==> src/hdl/msbfr_pkg.sv <==
`default_nettype none

package msbfr_pkg;

  localparam int unsigned ADDR_W  = 10;
  localparam int unsigned DATA_W  = 8;
  localparam int unsigned CNT_W   = 6;
  localparam int unsigned LOC_W   = 13;
  localparam int unsigned VALUE_W = 32;
  // A field of up to 32 bits at any bit offset touches at most five bytes.
  localparam int unsigned WIN_W   = 40;
  localparam int unsigned QDEPTH  = 2;

  typedef enum logic [1:0] {
    OP_LOAD = 2'd0,
    OP_READ = 2'd1,
    OP_PEEK = 2'd2,
    OP_SET  = 2'd3
  } op_t;

  typedef enum logic [1:0] {
    ST_IDLE,
    ST_FETCH,
    ST_DRAIN,
    ST_DONE
  } back_state_t;

  typedef struct packed {
    op_t               op;
    logic [ADDR_W-1:0] address;
    logic [DATA_W-1:0] data;
    logic [CNT_W-1:0]  bit_count;
    logic [LOC_W-1:0]  bit_location;
  } cmd_t;

  typedef struct packed {
    logic valid;
    cmd_t cmd;
  } queue_head_t;

endpackage

`default_nettype wire

==> src/hdl/msbfr_front.sv <==
`default_nettype none

module msbfr_front #(
  parameter int unsigned MAX_BITS = 32
) (
  input  logic                            clk,
  input  logic                            rst_n,
  input  logic                            start,
  output logic                            busy,
  input  logic [1:0]                      in_op,
  input  logic [msbfr_pkg::ADDR_W-1:0]    in_address,
  input  logic [msbfr_pkg::DATA_W-1:0]    in_data,
  input  logic [msbfr_pkg::CNT_W-1:0]     in_bit_count,
  input  logic [msbfr_pkg::LOC_W-1:0]     in_bit_location,
  output msbfr_pkg::queue_head_t          head,
  input  logic                            pop
);

  import msbfr_pkg::*;

  localparam int unsigned PTR_W = $clog2(QDEPTH);

  cmd_t             q_r [QDEPTH];
  logic [PTR_W-1:0] wr_ptr_r, wr_ptr_nxt;
  logic [PTR_W-1:0] rd_ptr_r, rd_ptr_nxt;
  logic [PTR_W:0]   fill_r, fill_nxt;
  cmd_t             cmd_c;
  logic             push;

  assign busy = !rst_n || (fill_r == (PTR_W+1)'(QDEPTH));
  assign push = start && !busy;

  // Counts above the widest supported field are saturated here, once.
  always_comb begin
    cmd_c.op           = op_t'(in_op);
    cmd_c.address      = in_address;
    cmd_c.data         = in_data;
    cmd_c.bit_count    = (in_bit_count > CNT_W'(MAX_BITS)) ? CNT_W'(MAX_BITS) : in_bit_count;
    cmd_c.bit_location = in_bit_location;
  end

  always_comb begin
    wr_ptr_nxt = push ? wr_ptr_r + PTR_W'(1) : wr_ptr_r;
    rd_ptr_nxt = pop ? rd_ptr_r + PTR_W'(1) : rd_ptr_r;
    fill_nxt   = fill_r;
    if (push && !pop) begin
      fill_nxt = fill_r + (PTR_W+1)'(1);
    end else if (pop && !push) begin
      fill_nxt = fill_r - (PTR_W+1)'(1);
    end
  end

  always_ff @(posedge clk) begin
    if (!rst_n) begin
      wr_ptr_r <= '0;
      rd_ptr_r <= '0;
      fill_r   <= '0;
    end else begin
      wr_ptr_r <= wr_ptr_nxt;
      rd_ptr_r <= rd_ptr_nxt;
      fill_r   <= fill_nxt;
    end
  end

  always_ff @(posedge clk) begin
    if (push) begin
      q_r[wr_ptr_r] <= cmd_c;
    end
  end

  assign head.valid = (fill_r != '0);
  assign head.cmd   = q_r[rd_ptr_r];

endmodule

`default_nettype wire

==> config.mk <==
export PLATFORM = sky130hd
export DESIGN_NAME = msbfr_front
export DESIGN_NICKNAME = d
export VERILOG_FILES = /design/src/hdl/msbfr_pkg.sv /design/src/hdl/msbfr_front.sv
export SDC_FILE = /design/constraint.sdc
export NUM_CORES = 1
export LEC_CHECK = 0
export BUFFER_PORTS_ARGS = -buffer_cell sky130_fd_sc_hd__buf_2
export CAP_MARGIN = 20
export CORE_ASPECT_RATIO = 1.4
export CORE_MARGIN = 5
export CORE_UTILIZATION = 39
export CTS_CLUSTER_SIZE = 16
export DETAILED_ROUTE_END_ITERATION = 10
export GPL_ROUTABILITY_DRIVEN = 0
export PLACE_DENSITY = 0.72
export SYNTH_ARGS = -nofsm -noshare
export SYNTH_HDL_FRONTEND = slang
export SYNTH_SLANG_ARGS = --single-unit
==> constraint.sdc <==
create_clock -name clk -period 3.43 [get_ports clk]
set_input_delay 0.343 -clock clk [delete_from_list [all_inputs] [get_ports clk]]
set_output_delay 0.343 -clock clk [all_outputs]
set_load 0.02 [all_outputs]
# ---- After elaboration in Yosys (flattened, before gate mapping)
# Memory sizes are Yosys's and may differ from the RTL's. A register that Yosys moved wholly into a read port is not among the register bits.
# Index checks and enable logic that the tools add are counted.
dict set report word_totals {
  ff_bits 4
  ram_bits 78
  in_bits 43
  out_inout_bits 41
  word_cells 27
  n_memories 1
}
# memory words word_bits rd rd_clocked_by_memory_dff wr line
set mem_list {}
lappend mem_list {q_r 2 39 1 1 1 msbfr_front.sv:23} ;# cmd_t q_r [QDEPTH];
dict set report op_classes {
  addsub 4
  order_cmp 1
  n_eq_ne 1
  n_mux 7
  reduce_logical 10
}
# op count
set ops {}
lappend ops {{> comparator 6 bit, second input constant} 1}
lappend ops {{two-way mux 6 bit} 1}
lappend ops {{zero test 1 bit} 4}
lappend ops {{two-way mux 1 bit} 4}
lappend ops {{two-way mux 2 bit} 2}
lappend ops {{nonzero test 2 bit} 2}
lappend ops {{logical AND 1 bit} 3}
lappend ops {{adder 1 bit, second input constant} 2}
lappend ops {{adder 2 x 1 -> 2 bit, second input constant} 1}
lappend ops {{equality test 2 bit, second input constant} 1}
lappend ops {{subtractor 2 x 1 -> 2 bit, second input constant} 1}
lappend ops {{logical OR 1 bit} 1}

# ---- Longest topological paths before layout
# Gate-level depths: netlist of run 1.
dict set report logic_depth {
  ltp_word 8
  ltp_mapped 6
  ltp_nobuf 6
}

# ---- Least setup slack after synthesis of run 1
# No wires, ideal clock.
dict set report synth_timing {
  path_type {register -> register}
  from {reg fill_r[0]}
  to {mem q_r[0][0] in the netlist's numbering (enable)}
  setup_ns 0.484
  arrival_time_ns 3.375
  required_ns 2.946
  setup_slack_ns -0.428
  stages_incl_launch_ff 4
  path_buffers 0
  synth_period_minus_slack_ns 3.858
  cell_sequence {dfxtp_1 nand2b_1 nand2_1 nor3_1}
}
dict set report synth_via {
  elab_chain_cells 6
}
# item line
set synth_rtl {}
lappend synth_rtl {{from (decl)} msbfr_front.sv:26} ;# logic [PTR_W:0] fill_r, fill_nxt;
lappend synth_rtl {{from (signal assigned)} msbfr_front.sv:61} ;# fill_r <= fill_nxt;
lappend synth_rtl {{equality test 2 bit} msbfr_front.sv:30} ;# assign busy = !rst_n || (fill_r == (PTR_W+1)'(QDEPTH));
lappend synth_rtl {{logical OR 1 bit} msbfr_front.sv:30}
lappend synth_rtl {{net busy} msbfr_front.sv:9} ;# output logic busy,
lappend synth_rtl {{zero test 1 bit} msbfr_front.sv:31} ;# assign push = start && !busy;
lappend synth_rtl {{logical AND 1 bit} msbfr_front.sv:31}
lappend synth_rtl {{two-way mux 1 bit} msbfr_front.sv:66} ;# if (push) begin
lappend synth_rtl {{two-way mux 1 bit (not written as such)} msbfr_front.sv:67} ;# q_r[wr_ptr_r] <= cmd_c;
lappend synth_rtl {{to (decl)} msbfr_front.sv:23}
# The timed path passes the listed nets, and every way through them passes these cells.

==> results of run 1 <==
[sequential cells by signal, indices dropped and copies added, names as in the netlist, named ones only]
register  flops
q_r          78
fill_r        2
rd_ptr_r      1
wr_ptr_r      1
[worst max-delay path, cell delays in order (launching register included)]
cell and delay (ns):
dfxtp_2 0.95, mux2_2 0.43, buf_2 0.16
[metrics by stage]
step | hold WS [ns] | cells
floorplan | 0.442 | 154
global placement | 0.498 | 334
detailed placement | 0.505 | 334
CTS | 0.161 | 350
global route | 0.160 | 350
finish | 0.186 | 350
[synthesized netlist by cell type]
master	instances	area, um^2
mux2_2	39	439
o21ai_0	2	10.0
or2_2	1	6.26
and2_1	4	25.0
nand2b_1	1	6.26
nand2_1	1	3.75
or3_1	2	12.5
a21boi_1	1	7.51
xor2_1	2	17.5
inv_1	2	7.51
buf_6	1	11.3
and3_1	1	6.26
dfxtp_1	5	100
nor2b_1	6	37.5
ha_1	1	12.5
buf_2	2	10.0
clkbuf_1	1	3.75
edfxtp_1	78	2340
xnor2_1	1	8.76
nor3_1	1	5.00
buf_4	1	7.51
a21boi_0	1	7.51
[worst min path at each step]
stage / endpoint
after CTS: q_r[1][27]$_DFFE_PP_
after detailed placement: fill_r[1]$_SDFFE_PN0P_
after floorplan: q_r[0][0]$_DFFE_PP_
after global placement: fill_r[1]$_SDFFE_PN0P_
after global routing: q_r[0][20]$_DFFE_PP_
final: q_r[0][20]$_DFFE_PP_
[power by group through the flow]
stage / sequential [mW] / combinational (mW) / clock [mW]
6_report: 1.20 / 0.266 / 0.642
4_1_cts: 1.20 / 0.272 / 0.670
3_5_place_dp: 1.23 / 0.271 / 0
2_1_floorplan: 1.20 / 0.190 / 0
5_1_grt: 1.21 / 0.289 / 0.717
3_3_place_gp: 1.22 / 0.266 / 0
[kinds of logic (layout without fill, tap and decap cells)]
logic type / after synthesis / in the layout / share of synthesized area
buffers and inverters: 7 / 103 / 0.0130
multiplexers: 39 / 39 / 0.142
adder cells (fa/ha/maj): 1 / 1 / 0.00405
flip-flops: 83 / 83 / 0.791
AO/OA/AOI/OAI: 4 / 4 / 0.00811
AND/OR/NAND/NOR: 17 / 17 / 0.0332
XOR/XNOR: 3 / 3 / 0.00851
[final cells by class]
class / count / area (um^2) / share of cell area
sequential: 83 / 2440 / 0.643
multi-input combinational: 64 / 618 / 0.163
timing repair buffer: 85 / 430 / 0.113
clock buffer: 13 / 139 / 0.0365
tap: 100 / 125 / 0.0329
clock inverter: 3 / 38.8 / 0.0102
inverter: 2 / 7.51 / 0.00197
[per-layer routing]
layer | GRT usage | vias up
li1 | - | 770
met4 | 0.0824 | 0
met5 | 0 | -
met1 | 0.117 | 779
met3 | 0.0301 | 11
met2 | 0.201 | 50
==> results.md, run 1 <==
* N_diodes at 0
* IO Port Bufs at 83
* Layout cells sized above 1 at 0.556
* Post-CTS resize count at 0
* # fillers at 694
* Setup bufs post-CTS at 0
* Most frequent cells in the layout: buf_2, edfxtp_1, mux2_2, clkbuf_8, nor2b_1
* Part of the power in registers at 0.570
* CTS Buffer Depth at 2
* Initial antenna violation count at 0
* Sw Ratio at 0.231
* Least-Margin Pin Slew at 0.941 ns
* DRT antenna net count at 0
* Floorplan Core Area at 7750 um^2
* Area Growth Syn to Fin at 23.1%
* Clk pwr share at 0.305
* CP required at 3.09 ns
* RR Startpoint: fill_r[0]$_SDFFE_PN0P_
* Vias per inst at 4.60
* Die Y at 115 um
* Max Freq at 0.448 GHz
* Worst Hold Depth at 1
* Post-placement cell area at 3620 um^2
* Post-Route Utilization at 0.491
* Worst Skew at 0.00959 ns
* Max Used Layer: met4
* Metal-1 WL at 1920 um
* Worst Slack Setup Final at 1.20 ns
* Initial Util at 0.398
* Netlist cell types at 22
* TritonCTS Buffers at 9
* Final #Nets at 289
* Hold Crit Start: in_data[1]
* Chip width at 85.2 um
* Final Total Pwr at 2.11 mW
* MaxCap Viol Count at 0
* Crit Path Max Fanout at 39
* RSZ-0062 raised after global routing: no
* Worst r2r dst: q_r[1][33]$_DFFE_PP_
* Sequential cell area fraction in the yosys report at 0.791
* Cells after synthesis at 154
* Via total after detailed routing at 1610
* Clock slew at reported path FFs at 0.08 ns
* Met3 Wirelength at 323 um
* H-tree depth at 3
* Rows at 38
* Flops & latches, synth at 83
* Commonest non-fill, non-tap cell in the layout: buf_2
* CTS hold repair buffers at 0
* Worst Setup Start Kind: flip-flop
* Gate power share at 0.126
* Total gr overflow at 0
* WP data arrival at 1.89 ns
* Met2 WL at 2840 um
* CTS tree: built
* Period minus WS final at 2.23 ns
* Run status: finished, final reports clean
* DRT iter0 DRCs at 66
* Gr usage total at 0.115
* R2R cell count at 3
* Skew-Pair Late Insertion Delay at 0.34 ns
* Avg Cell Area, Syn at 20.1 um^2
* Wire length per cell at 15.0 um
* Leakage at 1.42 nW
* Fin Setup TNS at 0 ns
* Syn. warnings at 0
* Ratio of total power to cell area at 554 nW/um^2
* CTS sink cnt at 83
* Final Hold Fails at 0
* CP Capture Type: output pin
* First-pass GRT wire length at 8270 um
* R2r setup slk at 1.54 ns
* Mapped Nets at 198
* Period utilization at 0.651
* Synth Cell Area at 3090 um^2
* Final setup viols at 0
* CTS Root Cell: clkbuf_8
* Largest net degree at the start of global routing at 40
* DRC Markers at 0
* Slew Viols, Final at 0
* P_int at 1.62 mW
* DR pass1 iterations at 4
* Critical path endpoint: head[16]
* Area of all placed cells without fillers at 3800 um^2
* Pre-CTS setup slack at 1.49 ns
* Vias in the first global route at 1739
* Rel. slew slack at 0.373
* Worst VDD drop at 0.321 mV
* Worst min path class: in2reg
* Post-DP HPWL at 3480 um
* Switching power at 0.487 mW
* Worst Setup Path Type: reg2out
* Boundary pin count at 84
* DIE AREA at 9820 um^2
* Final WL at 5240 um
(Power assumes the default switching activity.)
==> run 2: changes to the inputs <==
--- a/config.mk
+++ b/config.mk
@@ -5,6 +5,7 @@
 export SDC_FILE = /design/constraint.sdc
 export NUM_CORES = 1
 export LEC_CHECK = 0
+export ABC_AREA = 1
 export BUFFER_PORTS_ARGS = -buffer_cell sky130_fd_sc_hd__buf_2
 export CAP_MARGIN = 20
 export CORE_ASPECT_RATIO = 1.4
@@ -13,7 +14,7 @@
 export CTS_CLUSTER_SIZE = 16
 export DETAILED_ROUTE_END_ITERATION = 10
 export GPL_ROUTABILITY_DRIVEN = 0
-export PLACE_DENSITY = 0.72
+export PLACE_DENSITY = 0.69
 export SYNTH_ARGS = -nofsm -noshare
 export SYNTH_HDL_FRONTEND = slang
 export SYNTH_SLANG_ARGS = --single-unit
==> constraint.sdc (replaced) <==
create_clock -name clk -period 2.3 [get_ports clk]
set_input_delay 0.23 -clock clk [delete_from_list [all_inputs] [get_ports clk]]
set_output_delay 0.23 -clock clk [all_outputs]
set_load 0.02 [all_outputs]
==> results.md, run 2 <==
* Period utilization at 0.846
* Worst hold slack at 0.0772 ns (was 0.186 ns)
* DRT iter0 DRCs at 48 (was 66)
* CTS sink cnt at 83 (unchanged)
* Initial Util at 0.403 (was 0.398)
* IO Port Bufs at 83 (unchanged)
* Initial antenna violation count at 0 (unchanged)
* Worst Skew at 0.00673 ns (was 0.00959 ns)
* Via total after detailed routing at 1683 (was 1610)
* Setup bufs post-CTS at 0 (unchanged)
* N_diodes at 0 (unchanged)
* Final WL at 5460 um (was 5240 um)
* H-tree depth at 3 (unchanged)
* Die Y at 117 um (was 115 um)
* MaxCap Viol Count at 0 (unchanged)
* Switching power at 0.684 mW (was 0.487 mW)
* Ys async rst share at 0 (unchanged)
* CTS Root Cell: clkbuf_8 (unchanged)
* Final #Nets at 309 (was 289)
* Clk pwr share at 0.325 (was 0.305)
* R2r setup slk at 0.83 ns (was 1.54 ns)
* Most frequent cells in the layout: buf_2, edfxtp_1, mux2_2 (was buf_2, edfxtp_1, mux2_2, clkbuf_8, nor2b_1)
* Metal-1 WL at 1980 um (was 1920 um)
* Final setup viols at 0 (unchanged)
* Slew Viols, Final at 0 (unchanged)
* Vias per inst at 4.55 (was 4.60)
* CP Capture Type: output pin (unchanged)
* Post-DP HPWL at 3950 um (was 3480 um)
* Fin Setup TNS at 0 ns (unchanged)
* Placed Cells at 354 (was 334)
* Post-synth EDFFs at 78 (unchanged)
* Part of the power in registers at 0.560 (was 0.570)
* Worst Setup Start Kind: flip-flop (unchanged)
* Top Registers: q_r (78), fill_r (2) (unchanged)
* Rows at 38 (unchanged)
* Gate power share at 0.114 (was 0.126)
* First-pass GRT wire length at 8600 um (was 8270 um)
* Area Growth Syn to Fin at 23.8% (was 23.1%)
* Total gr overflow at 0 (unchanged)
* TritonCTS Buffers at 9 (unchanged)
* RR Startpoint: fill_r[0]$_SDFFE_PN0P_ (unchanged)
* Wire length per cell at 14.8 um (was 15.0 um)
* Worst Slack Setup Final at 0.355 ns (was 1.20 ns)
* Commonest non-fill, non-tap cell in the layout: buf_2 (unchanged)
* Max reg flops at 78 (unchanged)
* Period minus WS final at 1.94 ns
* Flops & latches, synth at 83 (unchanged)
* Sequential cell area fraction in the yosys report at 0.773 (was 0.791)
* WP data arrival at 1.71 ns (was 1.89 ns)
* Largest Register: q_r (unchanged)
* Chip width at 86.1 um (was 85.2 um)
* Max Used Layer: met4 (unchanged)
* Worst VDD drop at 0.383 mV (was 0.321 mV)
* Sw Ratio at 0.219 (was 0.231)
* Cells after synthesis at 171 (was 154)
* Syn. warnings at 0 (unchanged)
* Least-Margin Pin Slew at 0.427 ns (was 0.941 ns)
* DIE AREA at 10000 um^2 (was 9820 um^2)
* Synth area leader: edfxtp_1 (unchanged)
* Met2 WL at 3010 um (was 2840 um)
* Max Freq at 0.514 GHz
* Synth Cell Area at 3160 um^2 (was 3090 um^2)
* Worst min path class: in2reg (unchanged)
* Netlist cell types at 17 (was 22)
* Crit Path Max Fanout at 24 (was 39)
* Run status: finished, final reports clean (unchanged)
* Final Non-Filler Cells at 370 (was 350)
* DRT antenna net count at 0 (unchanged)
* DR pass1 iterations at 3 (was 4)
* Critical path endpoint: head[32] (was head[16])
* Met3 Wirelength at 386 um (was 323 um)
* Worst Setup Path Type: reg2out (unchanged)
* Most numerous cell in the Yosys netlist: edfxtp_1 (unchanged)
* Most frequent cells after synthesis: edfxtp_1, mux2_2, inv_1 (was edfxtp_1, mux2_2, nor2b_1)
* Ratio of total power to cell area at 798 nW/um^2 (was 554 nW/um^2)
* Gr usage total at 0.117 (was 0.115)
* Clock slew at reported path FFs at 0.08 ns (about the same)
* Floorplan Core Area at 7850 um^2 (was 7750 um^2)
* Worst r2r dst: fill_r[1]$_SDFFE_PN0P_ (was q_r[1][33]$_DFFE_PP_)
* CTS hold repair buffers at 0 (unchanged)
* Skew-Pair Late Insertion Delay at 0.33 ns (was 0.34 ns)
* CTS tree: built (unchanged)
* Rel. slew slack at 0.716 (was 0.373)
* Layout cells sized above 1 at 0.522 (was 0.556)
* Avg Cell Area, Syn at 18.5 um^2 (was 20.1 um^2)
* CTS Buffer Depth at 2 (unchanged)
* Boundary pin count at 84 (unchanged)
* Top_reg_cell synth: edfxtp_1 (unchanged)
* Final Hold Fails at 0 (unchanged)
* Synth top area share at 0.741 (was 0.759)
* DRC Markers at 0 (unchanged)
* Pre-CTS setup slack at 0.696 ns (was 1.49 ns)
* Leakage at 1.53 nW (was 1.42 nW)
* P_int at 2.44 mW (was 1.62 mW)
* RSZ-0062 raised after global routing: no (unchanged)
* CP required at 2.07 ns (was 3.09 ns)
* Mapped Nets at 215 (was 198)
* Largest net degree at the start of global routing at 25 (was 40)
* R2R cell count at 10 (was 3)
* Main area contributors after synthesis: edfxtp_1, mux2_2, mux2_4, dfxtp_1, inv_1 (was edfxtp_1, mux2_2, dfxtp_1, nor2b_1, and2_1)
* Vias in the first global route at 1769 (was 1739)
* Post-CTS resize count at 0 (unchanged)
## run 2: cell families after synthesis
family	after synthesis	share of synthesized area
buffers and inverters	17	0.0285
flip-flops	83	0.773
AND/OR/NAND/NOR	26	0.0336
AO/OA/AOI/OAI	5	0.0103
multiplexers	39	0.151
adder cells (fa/ha/maj)	1	0.00396
## run 2: how the worst min path moves through the flow
stage / start / slack, ns / depth (start not counted) / end
after floorplan: in_bit_location[0] / 0.33 / 0 / q_r[0][0]$_DFFE_PP_
after global placement: in_address[5] / 0.42 / 1 / q_r[0][32]$_DFFE_PP_
after detailed placement: in_address[1] / 0.42 / 1 / q_r[0][28]$_DFFE_PP_
after CTS: in_bit_location[9] / 0.05 / 1 / q_r[0][9]$_DFFE_PP_
after global routing: in_bit_location[4] / 0.04 / 1 / q_r[1][4]$_DFFE_PP_
final: in_bit_location[9] / 0.08 / 1 / q_r[1][9]$_DFFE_PP_
## run 2: worst max-delay path, cell delays in order, from the launching register on
cell     delay [ns]
dfxtp_2        0.60
buf_12         0.25
mux2_2         0.35
buf_2          0.16
## run 2: stage by stage
step           power, mW  utilization  instance area [um^2]
4_1_cts             3.18        0.499                  3910
5_1_grt             3.27        0.499                  3910
2_1_floorplan       2.01            -                  3160
6_report            3.12        0.499                  3910
3_3_place_gp        2.14        0.474                  3710
3_5_place_dp        2.15        0.474                  3710
## run 2: cell type report
cell class	count	area, um^2
clock buffers	14	163
well taps	100	125
clock inverters	2	33.8
inverters	12	45.0
repair buffers	88	465
flip-flops and latches	83	2440
fillers	704	3930
multi-input cells	71	636
## run 2: metal layers
| layer | track usage | up-vias |
|---|---|---|
| met4 | 0.0539 | 0 |
| met1 | 0.126 | 799 |
| met2 | 0.200 | 50 |
| met5 | 0 | - |
| met3 | 0.0508 | 6 |
| li1 | - | 828 |
## run 2: power by group through the flow
stage / sequential (mW) / combinational, mW / clock, mW
2_1_floorplan: 1.77 / 0.241 / 0
3_3_place_gp: 1.78 / 0.359 / 0
3_5_place_dp: 1.78 / 0.365 / 0
4_1_cts: 1.75 / 0.367 / 1.06
5_1_grt: 1.76 / 0.391 / 1.13
6_report: 1.75 / 0.357 / 1.01
==> run 3: changes to the inputs <==
==> constraint.sdc (replaced) <==
create_clock -name clk -period 2 [get_ports clk]
set_input_delay 0.2 -clock clk [delete_from_list [all_inputs] [get_ports clk]]
set_output_delay 0.2 -clock clk [all_outputs]
set_load 0.02 [all_outputs]
==> results.md, run 3 (synthesized netlist as in run 2, its figures left out) <==
* Met2 WL at 3060 um (was 3010 um)
* DRC Markers at 0 (unchanged)
* Period utilization at 0.864
* Layout cells sized above 1 at 0.528 (was 0.522)
* Buffers plus inverters on the worst setup path at 2 (unchanged)
* Metal-1 WL at 2020 um (was 1980 um)
* Boundary pin count at 84 (unchanged)
* Vias in the first global route at 1858 (was 1769)
* Chip width at 86.1 um (unchanged)
* DR pass1 iterations at 4 (was 3)
* Rel. slew slack at 0.775 (was 0.716)
* WP data arrival at 1.53 ns (was 1.71 ns)
* DIE AREA at 10000 um^2 (unchanged)
* Commonest non-fill, non-tap cell in the layout: buf_2 (unchanged)
* DRT antenna net count at 0 (unchanged)
* DRT iter0 DRCs at 70 (was 48)
* Skew-Pair Late Insertion Delay at 0.34 ns (was 0.33 ns)
* Slowest-stage cell, CP: mux2_2 (was dfxtp_2)
* Worst Slack Setup Final at 0.272 ns (was 0.355 ns)
* Setup bufs post-CTS at 0 (unchanged)
* CP peak stage delay at 0.38 ns (was 0.60 ns)
* Floorplan Core Area at 7850 um^2 (unchanged)
* CTS Root Cell: clkbuf_8 (unchanged)
* Pre-CTS setup slack at 0.535 ns (was 0.696 ns)
* Initial Util at 0.403 (unchanged)
* TritonCTS Buffers at 9 (unchanged)
* CP Capture Type: output pin (unchanged)
* CP required at 1.80 ns (was 2.07 ns)
* Area Growth Syn to Fin at 23.4% (was 23.8%)
* Max Used Layer: met4 (unchanged)
* Top Registers: q_r (78), fill_r (2) (unchanged)
* Largest net degree at the start of global routing at 23 (was 25)
* Switching power at 0.798 mW (was 0.684 mW)
* IO Port Bufs at 83 (unchanged)
* Wire length per cell at 14.8 um (about the same)
* Final setup viols at 0 (unchanged)
* Gr usage total at 0.116 (was 0.117)
* Max Freq at 0.579 GHz
* Cell family with most CP delay: buffers and inverters (was flip-flops)
* Least-Margin Pin Slew at 0.337 ns (was 0.427 ns)
* RSZ-0062 raised after global routing: no (unchanged)
* Leakage at 1.53 nW (about the same)
* Via total after detailed routing at 1717 (was 1683)
* Initial antenna violation count at 0 (unchanged)
* CTS Buffer Depth at 2 (unchanged)
* CTS tree: built (unchanged)
* Sw Ratio at 0.224 (was 0.219)
* Total gr overflow at 0 (unchanged)
* Post-CTS resize count at 0 (unchanged)
* Fin Setup TNS at 0 ns (unchanged)
* Max reg flops at 78 (unchanged)
* Crit Path Max Fanout at 22 (was 24)
* Worst Setup Path Type: reg2out (unchanged)
* Worst Setup Start Kind: flip-flop (unchanged)
* Worst hold slack at 0.0406 ns (was 0.0772 ns)
* Vias per inst at 4.63 (was 4.55)
* Largest Register: q_r (unchanged)
* Clk pwr share at 0.320 (was 0.325)
* Run status: finished, final reports clean (unchanged)
* Final Hold Fails at 0 (unchanged)
* Gate power share at 0.118 (was 0.114)
* Slew Viols, Final at 0 (unchanged)
* First-pass GRT wire length at 8610 um (was 8600 um)
* Ratio of total power to cell area at 914 nW/um^2 (was 798 nW/um^2)
* MaxCap Viol Count at 0 (unchanged)
* Part of the power in registers at 0.562 (was 0.560)
* N_diodes at 0 (unchanged)
* P_int at 2.77 mW (was 2.44 mW)
* Most frequent cells in the layout: buf_2, edfxtp_1, mux2_2, inv_1, nand2_1 (was buf_2, edfxtp_1, mux2_2)
* Die Y at 117 um (unchanged)
* Final #Nets at 310 (was 309)
* Post-DP HPWL at 3950 um (about the same)
* H-tree depth at 3 (unchanged)
* Rows at 38 (unchanged)
* Worst min path class: in2reg (unchanged)
* Cells along the critical path: buf_4 -> mux2_2 -> buf_2 (was buf_12 -> mux2_2 -> buf_2)
* Worst Skew at 0.00873 ns (was 0.00673 ns)
* Worst VDD drop at 0.482 mV (was 0.383 mV)
* Clock slew at reported path FFs at 0.08 ns (about the same)
* Met3 Wirelength at 345 um (was 386 um)
* Final WL at 5510 um (was 5460 um)
* CTS sink cnt at 83 (unchanged)
* Period minus WS final at 1.73 ns
* CTS hold repair buffers at 0 (unchanged)
[run 3: cell type report]
cell class              instances  area (um^2)
clock buffers                  13          149
clock inverters                 3         40.0
fillers                       678         3950
inverters                      12         45.0
multi-input cells              71          636
flip-flops and latches         83         2440
well taps                     100          125
repair buffers                 89          460
[run 3: metal layers]
metal	global-route usage	vias to the layer above
met5	0	-
met3	0.0395	8
met1	0.123	835
li1	-	824
met4	0.0634	0
met2	0.203	50
[run 3: metrics by stage]
| step | area, um^2 | power (mW) | util | instances |
|---|---|---|---|---|
| floorplan | 3170 | 2.32 | - | 171 |
| global placement | 3710 | 2.46 | 0.473 | 355 |
| detailed placement | 3710 | 2.47 | 0.473 | 355 |
| CTS | 3900 | 3.62 | 0.497 | 371 |
| global route | 3900 | 3.73 | 0.497 | 371 |
| finish | 3900 | 3.56 | 0.497 | 371 |
[run 3: path summary, 6_finish.rpt]
kind,endpoint,depth (start not counted),slack (ns),start
worst max-delay path,head[26],3,0.27,flip-flop
worst min-delay path,q_r[0][12]$_DFFE_PP_,1,0.04,in_bit_location[12]
worst max register to register,fill_r[1]$_SDFFE_PN0P_,10,0.51,fill_r[0]$_SDFFE_PN0P_
worst min register to register,flip-flop,2,0.51,rd_ptr_r$_SDFFE_PN0P_
[run 3: power groups by stage]
stage	clock, mW	sequential, mW	combinational (mW)
after global placement	0	2.04	0.421
after detailed placement	0	2.04	0.430
after global routing	1.26	2.01	0.459
after floorplan	0	2.04	0.279
after CTS	1.19	2.00	0.432
final	1.14	2.00	0.422
